## src/hdl/bbig_pkg.sv

```systemverilog
`timescale 1ns / 1ps
// Package for the broadcast batch index generator.
// Holds widths, register indexes, payload types and controller/datapath structs.
package bbig_pkg;

  localparam int IDX_W          = 30;  // width of every linear batch index
  localparam int CFG_W          = 11;  // width of a size register
  localparam int REG_DIMS       = 3;   // batch dimensions backed by registers
  localparam int CFG_IDX_W      = 3;   // register index width
  localparam int BATCH_DIMS_DEF = 3;
  localparam int SIZE_BITS_DEF  = 10;

  // Register indexes
  localparam logic [CFG_IDX_W-1:0] CFG_A_SIZE_D0 = 3'd0;
  localparam logic [CFG_IDX_W-1:0] CFG_B_SIZE_D0 = 3'd3;
  localparam logic [CFG_IDX_W-1:0] CFG_NUM_REGS  = 3'd6;

  typedef struct packed {
    logic restart;
  } in_item_t;

  typedef struct packed {
    logic [IDX_W-1:0] a_batch_index;
    logic [IDX_W-1:0] b_batch_index;
    logic [IDX_W-1:0] out_batch_index;
    logic             final_batch;
    logic             size_mismatch;
  } out_item_t;

  // Controller to datapath
  typedef struct packed {
    logic start;  // input transfer: apply restart, clear accumulators
    logic calc;   // run one Horner step
    logic load;   // load output register, advance the odometer
  } ctrl_cmd_t;

  // Datapath to controller
  typedef struct packed {
    logic calc_last;  // current Horner step is the last one
  } dp_status_t;

endpackage

```

## src/hdl/bbig_stream_if.sv

```systemverilog
`timescale 1ns / 1ps
// Valid/ready stream interface used for the input and result channels.
// Payload type is a parameter; the block uses types from bbig_pkg.
interface bbig_stream_if #(
  parameter type payload_t = logic
) ();
  logic     valid;
  logic     ready;
  payload_t payload;

  modport source (output valid, output payload, input ready);
  modport sink (input valid, input payload, output ready);
endinterface

```

## src/hdl/broadcast_batch_index_generator.sv

```systemverilog
`timescale 1ns / 1ps
// Broadcast batch index generator: top level joining controller and datapath.
// Depends on bbig_pkg, bbig_stream_if, bbig_ctrl and bbig_dp.
//
// Usage:
//   Write the six batch size registers (A sizes, then B sizes) through the
//   cfg_* port while the block is idle. Each input transfer carries a restart
//   bit: 1 emits batch zero, 0 emits the next batch of the odometer. Each input
//   yields exactly one result with the A, B and output linear batch indices,
//   a final-batch flag (the odometer wraps to zero after it) and a flag for
//   incompatible sizes.
// Timing:
//   The Horner unit takes one batch dimension per cycle. An item is taken in
//   the input transfer, then gets one Horner step per dimension, and is then
//   loaded into the output register, which drives the result on the output.
// Reset:
//   Size registers return to 1, odometer and linear counter to zero, and both
//   channels go empty.
// Stall:
//   A result waits in the output register; the next item is still taken and
//   computed, and then holds until the output register frees up.
module broadcast_batch_index_generator #(
  parameter int BATCH_DIMS = bbig_pkg::BATCH_DIMS_DEF,
  parameter int SIZE_BITS  = bbig_pkg::SIZE_BITS_DEF
) (
  input  logic                           clk_i,
  input  logic                           rst_ni,
  input  logic                           cfg_we_i,
  input  logic [bbig_pkg::CFG_IDX_W-1:0] cfg_idx_i,
  input  logic [bbig_pkg::CFG_W-1:0]     cfg_data_i,
  bbig_stream_if.sink                    in_i,
  bbig_stream_if.source                  out_o
);
  import bbig_pkg::*;

  ctrl_cmd_t  cmd;
  dp_status_t status;
  out_item_t  result;
  in_item_t   in_item;

  assign in_item = in_i.payload;

  // Sequence accept, Horner steps and result load
  bbig_ctrl u_ctrl (
    .clk_i       (clk_i),
    .rst_ni      (rst_ni),
    .in_valid_i  (in_i.valid),
    .in_ready_o  (in_i.ready),
    .out_valid_o (out_o.valid),
    .out_ready_i (out_o.ready),
    .status_i    (status),
    .cmd_o       (cmd)
  );

  // Hold sizes and odometer, evaluate the indices
  bbig_dp #(
    .BATCH_DIMS (BATCH_DIMS),
    .SIZE_BITS  (SIZE_BITS)
  ) u_dp (
    .clk_i      (clk_i),
    .rst_ni     (rst_ni),
    .cfg_we_i   (cfg_we_i),
    .cfg_idx_i  (cfg_idx_i),
    .cfg_data_i (cfg_data_i),
    .restart_i  (in_item.restart),
    .cmd_i      (cmd),
    .status_o   (status),
    .result_o   (result)
  );

  assign out_o.payload = result;

endmodule

```

## src/hdl/bbig_ctrl.sv

```systemverilog
`timescale 1ns / 1ps
// Controller state machine of the broadcast batch index generator.
// Depends on bbig_pkg; drives datapath commands and the result valid.
module bbig_ctrl (
  input  logic                   clk_i,
  input  logic                   rst_ni,
  input  logic                   in_valid_i,
  output logic                   in_ready_o,
  output logic                   out_valid_o,
  input  logic                   out_ready_i,
  input  bbig_pkg::dp_status_t   status_i,
  output bbig_pkg::ctrl_cmd_t    cmd_o
);
  import bbig_pkg::*;

  typedef enum logic [1:0] {
    ST_IDLE,
    ST_CALC,
    ST_DONE
  } state_e;

  state_e state_q, state_d;
  logic   out_valid_q, out_valid_d;
  logic   out_free;
  logic   accept;

  assign out_free   = !out_valid_q || out_ready_i;
  assign in_ready_o = (state_q == ST_IDLE) || ((state_q == ST_DONE) && out_free);
  assign accept     = in_valid_i && in_ready_o;

  assign cmd_o.start = accept;
  assign cmd_o.calc  = (state_q == ST_CALC);
  assign cmd_o.load  = (state_q == ST_DONE) && out_free;
  assign out_valid_o = out_valid_q;

  always_comb begin
    state_d     = state_q;
    out_valid_d = out_valid_q;
    if (out_ready_i) begin
      out_valid_d = 1'b0;
    end
    case (state_q)
      ST_IDLE: begin
        if (accept) begin
          state_d = ST_CALC;
        end
      end
      ST_CALC: begin
        if (status_i.calc_last) begin
          state_d = ST_DONE;
        end
      end
      ST_DONE: begin
        if (out_free) begin
          out_valid_d = 1'b1;
          state_d     = accept ? ST_CALC : ST_IDLE;
        end
      end
      default: begin
        state_d = ST_IDLE;
      end
    endcase
  end

  always_ff @(posedge clk_i or negedge rst_ni) begin
    if (!rst_ni) begin
      state_q     <= ST_IDLE;
      out_valid_q <= 1'b0;
    end else begin
      state_q     <= state_d;
      out_valid_q <= out_valid_d;
    end
  end

endmodule

```

## src/hdl/bbig_dp.sv

```systemverilog
`timescale 1ns / 1ps
// Datapath of the broadcast batch index generator: size registers, odometer,
// Horner accumulators and result register. Depends on bbig_pkg.
module bbig_dp #(
  parameter int BATCH_DIMS = bbig_pkg::BATCH_DIMS_DEF,
  parameter int SIZE_BITS  = bbig_pkg::SIZE_BITS_DEF
) (
  input  logic                           clk_i,
  input  logic                           rst_ni,
  input  logic                           cfg_we_i,
  input  logic [bbig_pkg::CFG_IDX_W-1:0] cfg_idx_i,
  input  logic [bbig_pkg::CFG_W-1:0]     cfg_data_i,
  input  logic                           restart_i,
  input  bbig_pkg::ctrl_cmd_t            cmd_i,
  output bbig_pkg::dp_status_t           status_o,
  output bbig_pkg::out_item_t            result_o
);
  import bbig_pkg::*;

  localparam int SW     = SIZE_BITS + 1;
  localparam int STEP_W = (BATCH_DIMS > 1) ? $clog2(BATCH_DIMS) : 1;
  localparam int PW     = IDX_W + SW;

  logic [CFG_W-1:0]     a_size_q [REG_DIMS];
  logic [CFG_W-1:0]     b_size_q [REG_DIMS];
  logic [SIZE_BITS-1:0] cnt_q    [BATCH_DIMS];
  logic [SIZE_BITS-1:0] cnt_d    [BATCH_DIMS];
  logic [SIZE_BITS-1:0] cnt_adv  [BATCH_DIMS];
  logic [IDX_W-1:0]     lin_q, lin_d;
  logic [IDX_W-1:0]     acc_a_q, acc_a_d, acc_b_q, acc_b_d;
  logic [STEP_W-1:0]    step_q, step_d;
  out_item_t            result_q;

  logic [SW-1:0]         a_eff   [BATCH_DIMS];
  logic [SW-1:0]         b_eff   [BATCH_DIMS];
  logic [SW-1:0]         out_eff [BATCH_DIMS];
  logic [BATCH_DIMS-1:0] at_end;
  logic [BATCH_DIMS-1:0] dim_mismatch;
  logic                  last;

  logic [SIZE_BITS-1:0] digit;
  logic [SW-1:0]        sa, sb;
  logic [PW-1:0]        prod_a, prod_b;

  // Zero counts as one; clamp to the largest size the digits can count.
  function automatic logic [SW-1:0] eff_size(input logic [CFG_W-1:0] raw);
    logic [31:0] s;
    s = 32'(raw);
    if (s == 32'd0) begin
      s = 32'd1;
    end
    if (s > (32'd1 << SIZE_BITS)) begin
      s = 32'd1 << SIZE_BITS;
    end
    return s[SW-1:0];
  endfunction

  // Size registers
  always_ff @(posedge clk_i or negedge rst_ni) begin
    if (!rst_ni) begin
      for (int i = 0; i < REG_DIMS; i++) begin
        a_size_q[i] <= CFG_W'(1);
        b_size_q[i] <= CFG_W'(1);
      end
    end else if (cfg_we_i) begin
      if (cfg_idx_i < CFG_B_SIZE_D0) begin
        a_size_q[2'(cfg_idx_i - CFG_A_SIZE_D0)] <= cfg_data_i;
      end else if (cfg_idx_i < CFG_NUM_REGS) begin
        b_size_q[2'(cfg_idx_i - CFG_B_SIZE_D0)] <= cfg_data_i;
      end
    end
  end

  // Per-dimension sizes and flags
  for (genvar d = 0; d < BATCH_DIMS; d++) begin : g_dim
    if (d < REG_DIMS) begin : g_reg
      assign a_eff[d] = eff_size(a_size_q[d]);
      assign b_eff[d] = eff_size(b_size_q[d]);
    end else begin : g_one
      assign a_eff[d] = SW'(1);
      assign b_eff[d] = SW'(1);
    end
    assign out_eff[d]      = (a_eff[d] > b_eff[d]) ? a_eff[d] : b_eff[d];
    assign at_end[d]       = {1'b0, cnt_q[d]} >= (out_eff[d] - SW'(1));
    assign dim_mismatch[d] = (a_eff[d] != SW'(1)) && (b_eff[d] != SW'(1)) &&
                             (a_eff[d] != b_eff[d]);
  end

  assign last = &at_end;

  // Odometer advance, first dimension fastest
  always_comb begin
    logic carry;
    carry = 1'b1;
    for (int d = 0; d < BATCH_DIMS; d++) begin
      cnt_adv[d] = cnt_q[d];
      if (carry) begin
        if (at_end[d]) begin
          cnt_adv[d] = '0;
        end else begin
          cnt_adv[d] = cnt_q[d] + SIZE_BITS'(1);
          carry      = 1'b0;
        end
      end
    end
  end

  always_comb begin
    for (int d = 0; d < BATCH_DIMS; d++) begin
      cnt_d[d] = cnt_q[d];
      if (cmd_i.start && restart_i) begin
        cnt_d[d] = '0;
      end else if (cmd_i.load) begin
        cnt_d[d] = cnt_adv[d];
      end
    end
    lin_d = lin_q;
    if (cmd_i.start && restart_i) begin
      lin_d = '0;
    end else if (cmd_i.load) begin
      lin_d = last ? '0 : lin_q + IDX_W'(1);
    end
  end

  // One Horner step per cycle, last dimension first
  assign digit  = cnt_q[step_q];
  assign sa     = a_eff[step_q];
  assign sb     = b_eff[step_q];
  assign prod_a = PW'(acc_a_q) * PW'(sa);
  assign prod_b = PW'(acc_b_q) * PW'(sb);

  always_comb begin
    acc_a_d = acc_a_q;
    acc_b_d = acc_b_q;
    step_d  = step_q;
    if (cmd_i.start) begin
      acc_a_d = '0;
      acc_b_d = '0;
      step_d  = STEP_W'(BATCH_DIMS - 1);
    end else if (cmd_i.calc) begin
      if (sa > SW'(1)) begin
        acc_a_d = prod_a[IDX_W-1:0] + IDX_W'(digit);
      end
      if (sb > SW'(1)) begin
        acc_b_d = prod_b[IDX_W-1:0] + IDX_W'(digit);
      end
      if (step_q != '0) begin
        step_d = step_q - STEP_W'(1);
      end
    end
  end

  assign status_o.calc_last = (step_q == '0);

  always_ff @(posedge clk_i or negedge rst_ni) begin
    if (!rst_ni) begin
      for (int d = 0; d < BATCH_DIMS; d++) begin
        cnt_q[d] <= '0;
      end
      lin_q  <= '0;
      step_q <= '0;
    end else begin
      for (int d = 0; d < BATCH_DIMS; d++) begin
        cnt_q[d] <= cnt_d[d];
      end
      lin_q  <= lin_d;
      step_q <= step_d;
    end
  end

  always_ff @(posedge clk_i) begin
    acc_a_q <= acc_a_d;
    acc_b_q <= acc_b_d;
    if (cmd_i.load) begin
      result_q.a_batch_index   <= acc_a_q;
      result_q.b_batch_index   <= acc_b_q;
      result_q.out_batch_index <= lin_q;
      result_q.final_batch     <= last;
      result_q.size_mismatch   <= |dim_mismatch;
    end
  end

  assign result_o = result_q;

endmodule

```

## src/flat_wrapper.sv

```systemverilog
// flat-port wrapper written by rule: the top's interface ports become plain ports
module broadcast_batch_index_generator_flat import bbig_pkg::*;
#(
  parameter int BATCH_DIMS = bbig_pkg::BATCH_DIMS_DEF,
  parameter int SIZE_BITS  = bbig_pkg::SIZE_BITS_DEF
)
  (clk_i, rst_ni, cfg_we_i, cfg_idx_i, cfg_data_i, in_i_valid, in_i_payload, in_i_ready, out_o_valid, out_o_payload, out_o_ready);
  bbig_stream_if in_i_i ();
  bbig_stream_if out_o_i ();
  input  logic clk_i;
  input  logic rst_ni;
  input  logic cfg_we_i;
  input  logic [bbig_pkg::CFG_IDX_W-1:0] cfg_idx_i;
  input  logic [bbig_pkg::CFG_W-1:0] cfg_data_i;
  input wire logic [$bits(in_i_i.valid)-1:0] in_i_valid;
  input wire logic [$bits(in_i_i.payload)-1:0] in_i_payload;
  output wire logic [$bits(in_i_i.ready)-1:0] in_i_ready;
  output wire logic [$bits(out_o_i.valid)-1:0] out_o_valid;
  output wire logic [$bits(out_o_i.payload)-1:0] out_o_payload;
  input wire logic [$bits(out_o_i.ready)-1:0] out_o_ready;
  assign in_i_i.valid = in_i_valid;
  assign in_i_i.payload = in_i_payload;
  assign in_i_ready = in_i_i.ready;
  assign out_o_valid = out_o_i.valid;
  assign out_o_payload = out_o_i.payload;
  assign out_o_i.ready = out_o_ready;
  broadcast_batch_index_generator #(.BATCH_DIMS(BATCH_DIMS), .SIZE_BITS(SIZE_BITS)) u_core (.clk_i(clk_i), .rst_ni(rst_ni), .cfg_we_i(cfg_we_i), .cfg_idx_i(cfg_idx_i), .cfg_data_i(cfg_data_i), .in_i(in_i_i), .out_o(out_o_i));
endmodule
```

## config.mk

```make
export PLATFORM = sky130hd
export DESIGN_NAME = broadcast_batch_index_generator_flat
export DESIGN_NICKNAME = d
export VERILOG_FILES = /design/src/hdl/bbig_pkg.sv /design/src/hdl/bbig_stream_if.sv /design/src/hdl/broadcast_batch_index_generator.sv /design/src/hdl/bbig_ctrl.sv /design/src/hdl/bbig_dp.sv /design/src/flat_wrapper.sv
export SDC_FILE = /design/constraint.sdc
export NUM_CORES = 1
export LEC_CHECK = 0
export BUFFER_PORTS_ARGS = -buffer_cell sky130_fd_sc_hd__buf_2
export CORE_MARGIN = 5
export CORE_UTILIZATION = 58
export CTS_CLUSTER_DIAMETER = 80
export CTS_CLUSTER_SIZE = 24
export DETAILED_ROUTE_END_ITERATION = 6
export GPL_TIMING_DRIVEN = 0
export HOLD_SLACK_MARGIN = 0.15
export PLACE_DENSITY = 0.73
export SLEW_MARGIN = 20
export SYNTH_ARGS = -nofsm -noshare
export SYNTH_HDL_FRONTEND = slang
export SYNTH_HIERARCHICAL = 1
export SYNTH_SLANG_ARGS = --single-unit
```

## constraint.sdc

```tcl
create_clock -name clk_i -period 20 [get_ports clk_i]
set_clock_uncertainty 0.05 [all_clocks]
set_input_delay 2 -clock clk_i [delete_from_list [all_inputs] [get_ports clk_i]]
set_output_delay 2 -clock clk_i [all_outputs]
set_load 0.005 [all_outputs]
```

==> impl_metrics.prom <==
# TYPE chip_impl_metric gauge
chip_impl_metric{name="io_buffers",unit=""} 21
chip_impl_metric{name="ios",unit=""} 23
chip_impl_metric{name="route.final.wire_length",unit="um"} 8140
chip_impl_metric{name="finalInstanceArea",unit="sq um"} 4450
chip_impl_metric{name="layout_setup_ws",unit="ns"} 15.34
chip_impl_metric{name="postCtsHoldBufs",unit=""} 0
chip_impl_metric{name="internal_power",unit="uW"} 331
chip_impl_metric{name="die-height",unit="um"} 93.0
chip_impl_metric{name="post-cts-setup-buffers",unit=""} 0
chip_impl_info{name="crit_path_cell_trace",value="buf_2 > nor2b_1 > a21oi_1 > buf_2"} 1
chip_impl_metric{name="area_delta_synth_final",unit="%"} 11.4
chip_impl_metric{name="met3_wirelength",unit="um"} 350
chip_impl_metric{name="slowest_delay",unit="ns"} 0.26
chip_impl_metric{name="power_frac_comb",unit="%"} 29.5
chip_impl_metric{name="wl_per_cell",unit="um"} 16.8
chip_impl_metric{name="fillerInstances",unit=""} 530
chip_impl_info{name="highest_layer",value="met4"} 1
chip_impl_info{name="reg2reg_end",value="u_core/u_dp/result_o[0]"} 1
chip_impl_metric{name="reg2regPathDepth",unit=""} 9
chip_impl_metric{name="max_cap_viol_count",unit=""} 0
chip_impl_metric{name="mappedNetlistArea",unit="sq um"} 3990
chip_impl_metric{name="power.switching",unit="uW"} 147
chip_impl_metric{name="numCtsBuffers",unit=""} 9
chip_impl_metric{name="dr_wl_met2",unit="um"} 3810
chip_impl_metric{name="finalNetCount",unit=""} 448
chip_impl_metric{name="dr.pass1.iters",unit=""} 4
chip_impl_info{name="cp-start-kind",value="input port"} 1
chip_impl_metric{name="hold_violations",unit=""} 0
chip_impl_metric{name="clock_sink_count",unit=""} 72
chip_impl_metric{name="min_clock_period_post_route",unit="ns"} 4.66
chip_impl_info{name="grt_setup_unrepaired",value="no"} 1
chip_impl_metric{name="detailroute.via_count",unit=""} 2617
chip_impl_metric{name="sequentialPowerShare",unit="%"} 43.9
chip_impl_metric{name="start_util",unit="%"} 59.1
chip_impl_metric{name="ant_nets",unit=""} 0
chip_impl_info{name="status",value="completed"} 1
chip_impl_metric{name="static-leakage-power",unit="uW"} 0.00200
chip_impl_info{name="worstSetupPathType",value="in2out"} 1
chip_impl_info{name="cts_tree",value="yes"} 1
chip_impl_metric{name="fmax",unit="MHz"} 215
chip_impl_metric{name="place_ws",unit="ns"} 15.36
chip_impl_metric{name="hold_depth",unit=""} 1
chip_impl_metric{name="reg_to_reg_slack_setup",unit="ns"} 17.18
chip_impl_metric{name="area_of_the_die",unit="sq um"} 8640
chip_impl_metric{name="placement_rows",unit=""} 30
chip_impl_metric{name="final_core_area_utilization",unit="%"} 65.8
chip_impl_info{name="clock-root-buffer",value="sky130_fd_sc_hd__clkbuf_8"} 1
chip_impl_info{name="worst_hold_path.endpoint",value="u_core/u_dp/b_size_q[30]"} 1
chip_impl_metric{name="timing.final.setup_violations",unit=""} 0
chip_impl_metric{name="clk_latency",unit="ns"} 0.35
chip_impl_metric{name="power.ir.vdd_worst",unit="mV"} 0.0510
chip_impl_metric{name="syn_nets",unit=""} 415
chip_impl_metric{name="ys.warnings.count",unit=""} 6
chip_impl_metric{name="wire_length_of_the_first_global_routing_pass",unit="um"} 13500
chip_impl_metric{name="clk_path_buf_depth",unit=""} 2
chip_impl_metric{name="track_usage",unit="%"} 20.6
chip_impl_metric{name="grt_max_degree",unit=""} 49
chip_impl_metric{name="power_frac_clock",unit="%"} 26.6
chip_impl_metric{name="worst-endpoint-required",unit="ns"} 17.95
chip_impl_metric{name="final_layout_size_suffix_gt1_share",unit="%"} 31.4
chip_impl_metric{name="dpl-instance-area",unit="sq um"} 4230
chip_impl_metric{name="met1_length",unit="um"} 3830
chip_impl_metric{name="critical_path.max_fanout",unit=""} 4
chip_impl_metric{name="synthesis.instances",unit=""} 367
chip_impl_info{name="worst_path_max_delay_cell",value="sky130_fd_sc_hd__nor2b_1"} 1
chip_impl_metric{name="synth_area_per_cell",unit="sq um"} 10.9
chip_impl_metric{name="clock_tree.htree_level_count",unit=""} 3
chip_impl_metric{name="path_clk_slew",unit="ns"} 0.07
chip_impl_metric{name="worstMarginPinSlew",unit="ns"} 0.581
chip_impl_info{name="startpoint_of_the_most_critical_register_to_register_path",value="u_core/u_dp/b_size_q[19]"} 1
chip_impl_metric{name="remaining_drc_errors",unit=""} 0
chip_impl_metric{name="timing.final.crit_share",unit="%"} 23.3
chip_impl_info{name="cp-end-kind",value="primary output"} 1
chip_impl_metric{name="placeableCoreArea",unit="sq um"} 6760
chip_impl_metric{name="n_antenna_cell",unit=""} 0
chip_impl_metric{name="avgViaCountPerCell",unit=""} 5.40
chip_impl_info{name="startpoint_of_the_worst_hold_path",value="u_core/u_dp/b_size_q[30]"} 1
chip_impl_metric{name="fin_setup_tns",unit="ns"} 0
chip_impl_metric{name="horizontal_die_dimension",unit="um"} 93.0
chip_impl_metric{name="finalWeightedCongestion",unit=""} 0.892
chip_impl_metric{name="post_cts_resized",unit=""} 0
chip_impl_metric{name="slew_headroom",unit="%"} 61.3
chip_impl_metric{name="first_global_vias",unit=""} 2653
chip_impl_metric{name="report.final.slew_viol_count",unit=""} 0
chip_impl_metric{name="initial_antenna_violation_count",unit=""} 0
chip_impl_info{name="crit_path_frequent_cell",value="sky130_fd_sc_hd__buf_2"} 1
chip_impl_metric{name="globalRoute.totalOverflow",unit=""} 0
chip_impl_metric{name="critical_path_arrival",unit="ns"} 2.61
chip_impl_info{name="hp-class",value="reg2reg"} 1
chip_impl_metric{name="detail_route.iter0.violations",unit=""} 89
chip_impl_metric{name="power.share.switching",unit="%"} 30.7
chip_impl_metric{name="power_per_cell_area",unit="nW/um^2"} 107
chip_impl_info{name="critPathLaunch",value="out_o_ready"} 1
chip_impl_metric{name="place.detailed.hpwl",unit="um"} 5810
==> per-stage QoR <==
step,cells,hold WS [ns],total power (uW)
after floorplan,367,0.425,314
after global placement,468,0.449,344
after detailed placement,469,0.462,352
after CTS,485,0.478,482
after global routing,485,0.499,512
final,485,0.478,477
==> placed cells by master, fill, tap and decap left out, drive strengths merged, types with 8 or more instances in the layout <==
master and n:
nor2 13, dfrtp 65, o21ai 8, clkbuf 30
mux2 62, inv 22, nand2 23, buf 35
nand2b 15, ha 28, nor2b 35, nor4 8
==> flip-flops by register name, indices dropped and copies added (netlist names) <==
signal                     flops
u_core/u_ctrl/out_valid_o      1
u_core/u_ctrl/state_q          2
u_core/u_dp/a_size_q          33
u_core/u_dp/b_size_q          33
u_core/u_dp/result_o           1
u_core/u_dp/step_q             2
==> worst max-delay path: cells and delay by family <==
kind                   cells  cell delay, ns
AOI/OAI and AO/OA          1            0.11
buffers and inverters      2            0.23
and+or+nand+nor            1            0.26
==> worst max path at each step <==
stage,depth (start not counted),slack (ns),to
floorplan,2,15.66,in_i_ready
global placement,4,15.39,in_i_ready
detailed placement,4,15.36,in_i_ready
CTS,4,15.36,in_i_ready
global route,4,15.30,in_i_ready
finish,4,15.34,in_i_ready
==> final cells by class <==
| type | count | area [sq um] | area share (%) |
|---|---|---|---|
| Buffer | 33 | 139 | 3.12 |
| Clock buffer | 10 | 138 | 3.09 |
| Clock inverter | 6 | 82.6 | 1.86 |
| Inverter | 23 | 86.3 | 1.94 |
| Multi-Input combinational cell | 239 | 1950 | 43.9 |
| Sequential cell | 72 | 1810 | 40.8 |
| Tap cell | 80 | 100 | 2.25 |
| Timing Repair Buffer | 22 | 135 | 3.04 |
==> power by group through the flow <==
| stage | sequential [uW] | combinational, uW | clock [uW] |
|---|---|---|---|
| after CTS | 209 | 142 | 131 |
| after detailed placement | 211 | 140 | 0 |
| after global routing | 215 | 160 | 137 |
| final | 209 | 141 | 127 |
| after floorplan | 203 | 111 | 0 |
| after global placement | 210 | 135 | 0 |
==> routing by layer <==
metal | up-vias | global-route usage [%]
li1 | 1286 | -
met1 | 1260 | 28.0
met2 | 56 | 33.3
met3 | 15 | 3.06
met4 | 0 | 7.94
met5 | - | 0
(Power assumes the default switching activity.)
